[src/sv/whtlp_mod.sv]
// Restoring bit-serial modulo of a 64-bit hash by the table size.
`timescale 1ns / 1ps
module whtlp_mod (
    input  logic        clk,
    input  logic        rst_n,
    input  logic        start,
    input  logic [63:0] dividend,
    input  logic [10:0] divisor,
    output logic        done,
    output logic [10:0] remainder
);
    logic [63:0] quot_reg, quot_next;
    logic [10:0] rem_reg, rem_next;
    logic [6:0]  cnt_reg, cnt_next;
    logic        busy_reg, busy_next;
    logic [11:0] shifted;

    always_comb
    begin
        shifted   = {rem_reg, quot_reg[63]};
        quot_next = quot_reg;
        rem_next  = rem_reg;
        cnt_next  = cnt_reg;
        busy_next = busy_reg;
        if (start)
        begin
            quot_next = dividend;
            rem_next  = '0;
            cnt_next  = 7'd64;
            busy_next = 1'b1;
        end
        else if (busy_reg)
        begin
            quot_next = {quot_reg[62:0], 1'b0};
            rem_next  = (shifted >= {1'b0, divisor}) ? 11'(shifted - {1'b0, divisor})
                                                     : shifted[10:0];
            cnt_next  = cnt_reg - 7'd1;
            if (cnt_reg == 7'd1)
            begin
                busy_next = 1'b0;
            end
        end
    end

    always_ff @(posedge clk or negedge rst_n)
    begin
        if (!rst_n)
        begin
            busy_reg <= 1'b0;
            cnt_reg  <= '0;
        end
        else
        begin
            busy_reg <= busy_next;
            cnt_reg  <= cnt_next;
        end
    end

    always_ff @(posedge clk)
    begin
        quot_reg <= quot_next;
        rem_reg  <= rem_next;
    end

    assign done      = busy_reg && (cnt_reg == 7'd1);
    assign remainder = rem_next;
endmodule

[config.mk]
export PLATFORM = sky130hd
export DESIGN_NAME = whtlp_mod
export DESIGN_NICKNAME = d
export VERILOG_FILES = /design/src/sv/whtlp_mod.sv
export SDC_FILE = /design/constraint.sdc
export NUM_CORES = 1
export LEC_CHECK = 0
export BUFFER_PORTS_ARGS = -buffer_cell sky130_fd_sc_hd__buf_4
export CAP_MARGIN = 10
export CORE_MARGIN = 8
export CORE_UTILIZATION = 28
export DETAILED_ROUTE_END_ITERATION = 6
export PLACE_DENSITY = 0.44
export SLEW_MARGIN = 20
export SYNTH_ARGS = -nofsm -noshare
export SYNTH_HDL_FRONTEND = slang
export SYNTH_SLANG_ARGS = --single-unit
[constraint.sdc]
create_clock -name clk -period 5.9 [get_ports clk]
set_input_delay 0.295 -clock clk [delete_from_list [all_inputs] [get_ports clk]]
set_output_delay 0.295 -clock clk [all_outputs]
set_load 0.02 [all_outputs]
==> results_dict.tcl <==
set metrics [dict create \
    crit_fanout 15 \
    wl_um 9330 \
    synth-edff-count 64 \
    startpoint "quot_reg[63]" \
    tightest_slew_ps 836 \
    drt_iter0_markers 152 \
    gp_congestion 0.747 \
    chipHeight_um 138 \
    switchingPower_uw 628 \
    sequentialPowerShare_pct 40.0 \
    num_vias 2676 \
    viasPerCell 4.51 \
    cp_data_required_time_ps 5610 \
    grt_pass1_vias 2861 \
    antenna_cells 0 \
    syn_area_per_cell_sq_um 13.0 \
    crit_type "flop to output port" \
    clock_skew_ps 5.28 \
    ys_async_sr_fraction_pct 9.64 \
    cts_tree "yes" \
    post-route-drc-count 0 \
    synth_area_sq_um 4170 \
    min_path_type "primary input to flop" \
    die_w_um 138 \
    ios 90 \
    status "finished clean" \
    largest_reg_flops 64 \
    coreArea_sq_um 14500 \
    antenna_found_initial 0 \
    wl_per_cell_um 15.7 \
    clockBufferDepth 2 \
    synth.distinct_cells 48 \
    grt_max_degree 65 \
    end_kind "output port" \
    synthCells 320 \
    clk_pin_slew_ps 60 \
    slew_headroom_pct 44.2 \
    dp_hpwl_um 6480 \
    cap_violations 0 \
    areaGrowthSynthToFinish_pct 26.8 \
    syn_nets 412 \
    dr.pass1.iters 4 \
    fin_tns_setup_ps 0 \
    crit_slowest_cell "a2111oi_0" \
    htree_levels 3 \
    p_clk_share_pct 27.1 \
    power_frac_comb_pct 32.9 \
    grt-ovfl-total 0 \
    fmaxAchievable_mhz 283 \
    placementRows 44 \
    yosys_warnings 0 \
    hold_viol 0 \
    hold_path_startpoint "dividend[0]" \
    total_power_mw 2.03 \
    drive_gt1_share_pct 42.5 \
    clk_latency_ps 340 \
    fin_crit_sh_pct 59.8 \
    synth_ff_type "edfxtp_1" \
    fin_nets 496 \
    p_sw_share_pct 31.0 \
    ant_nets 0 \
    initial_core_util_pct 28.7 \
    leakage_nw 2.17 \
    drv_slew 0 \
    powerDensity_nw_per_um2 383 \
    rsz0062_at_grt "false" \
    fin_crit_ps 3530 \
    path_cells "inv_1, ha_1, fa_1, nand2b_2, a21oi_4, o21ai_2, and3_1, nor3b_1, a2111oi_0, buf_4" \
    io_buffers 89 \
    grt_pass1_wl_um 15200 \
    clock-sinks 83 \
    setup_viol 0 \
    grtUsageTotal_pct 9.93 \
    cts_root_buffer "clkbuf_16" \
    max_stage_delay_ps 500 \
    timing.hold.ws_ps 249 \
    seq_area_frac_synth_pct 56.1 \
    synth_seq_cells 83 \
    dieArea_sq_um 19100 \
    vdd_drop_max_mv 0.159 \
    p_int_mw 1.40 \
    crit_path_start_kind "flop" \
    cts-buffers-inserted 9 \
    crit_arrival_ps 3240 \
    r2r_start "quot_reg[63]" \
]
==> cells by family after synthesis <==
kind of cell / synth area share [%]
AND/OR/NAND/NOR: 7.14
multiplexers: 18.5
buffers and inverters: 4.08
adder cells (fa/ha/maj): 4.38
AO/OA/AOI/OAI: 7.44
XOR/XNOR: 2.31
flip-flops: 56.1
==> routing by layer <==
metal  track usage (%)  part of all wire, %
met5                 0                    0
met4              3.78                  1.4
met3              3.70                  5.9
met2              15.3                   46
met1              12.3                   47
==> power groups by stage <==
stage / logic (mW) / registers (mW) / clock network [mW]
2_1_floorplan: 0.508 / 0.805 / 0
3_3_place_gp: 0.672 / 0.822 / 0
3_5_place_dp: 0.671 / 0.822 / 0
4_1_cts: 0.677 / 0.812 / 0.574
5_1_grt: 0.741 / 0.826 / 0.591
6_report: 0.667 / 0.810 / 0.548
==> cells in the final DEF, fill, tap and decap left out, types with 2 or more instances in the layout <==
| cell type | instances |
|---|---|
| nand2_1 | 7 |
| ha_1 | 13 |
| nand2b_1 | 4 |
| dfrtp_1 | 8 |
| dfxtp_1 | 11 |
| and3_1 | 2 |
| mux2_2 | 65 |
| xor2_1 | 4 |
| o31ai_1 | 3 |
| clkbuf_1 | 2 |
| nand4_1 | 3 |
| clkbuf_16 | 9 |
| a211oi_1 | 11 |
| nor2_1 | 26 |
| buf_4 | 92 |
| mux2i_1 | 4 |
| nand3_1 | 3 |
| a311oi_1 | 2 |
| a21oi_1 | 10 |
| nor4_1 | 2 |
| o21ai_0 | 5 |
| xnor2_1 | 7 |
| a21o_1 | 2 |
| nor3_1 | 4 |
| clkinvlp_4 | 2 |
| edfxtp_1 | 64 |
| nand3b_1 | 2 |
| inv_1 | 18 |
==> repair_timing <==
item / in CTS / in global routing
endpoints found under the setup margin: 0 / 0
hold buffers: 1 / 0
gates resized for setup: 0 / 0
buffers inserted: 0 / 0
hold endpoints to repair: 8 / 0
==> stage by stage <==
stage	area (sq um)	setup WS, ps	std cells	util [%]
2_1_floorplan	4170	2620	320	-
3_3_place_gp	4990	2690	576	34.4
3_5_place_dp	4990	2660	576	34.4
4_1_cts	5290	2350	593	36.4
5_1_grt	5290	2050	593	36.4
6_report	5290	2370	593	36.4
==> final timing paths <==
| check | to | slack, ps | depth (start not counted) |
|---|---|---|---|
| max in group asynchronous | cnt_reg[6] | 5450 | 2 |
| hold / removal | quot_reg[0] | 250 | 2 |
| min in group asynchronous | cnt_reg[4] | 320 | 2 |
| hold reg to reg | cnt_reg[6] | 520 | 2 |
| setup / recovery | remainder[9] | 2370 | 10 |
| setup reg to reg | rem_reg[9] | 3080 | 9 |
==> worst max-delay path, delay by kind of cell (launching register included) <==
family	cells	cell delay, ps
AND/OR/NAND/NOR	3	890
flip-flops	1	320
adder cells (fa/ha/maj)	2	580
AO/OA/AOI/OAI	3	820
buffers and inverters	2	300
==> Yosys cell counts, types with 2 or more instances <==
cell / instances / area (sq um)
nor4_1: 2 / 12.5
nor3_1: 4 / 20.0
xnor2_1: 7 / 61.3
buf_6: 2 / 22.5
nand3_1: 3 / 15.0
o31ai_1: 3 / 22.5
nand2_1: 7 / 26.3
mux2_2: 65 / 732
nor2_1: 26 / 97.6
a21o_1: 2 / 15.0
edfxtp_1: 64 / 1920
buf_2: 6 / 30.0
a211oi_1: 11 / 82.6
buf_1: 2 / 7.51
nand2b_1: 4 / 25.0
xor2_1: 4 / 35.0
and3_1: 2 / 12.5
clkbuf_1: 9 / 33.8
dfrtp_1: 8 / 200
a311oi_1: 2 / 17.5
ha_1: 13 / 163
o21ai_0: 5 / 25.0
dfxtp_1: 11 / 220
mux2i_1: 4 / 40.0
nand3b_1: 2 / 15.0
nand4_1: 3 / 18.8
a21oi_1: 10 / 50.1
inv_1: 19 / 71.3
==> area by class of cell <==
| type | count | area, sq um |
|---|---|---|
| fill | 1478 | 9240 |
| sequential | 83 | 2340 |
| multi-input combinational | 198 | 1660 |
| timing repair buffer | 93 | 701 |
| clock buffer | 11 | 233 |
| tap | 184 | 230 |
| inverter | 19 | 71.3 |
| clock inverter | 5 | 53.8 |
Power figures use the tool's default switching activity.
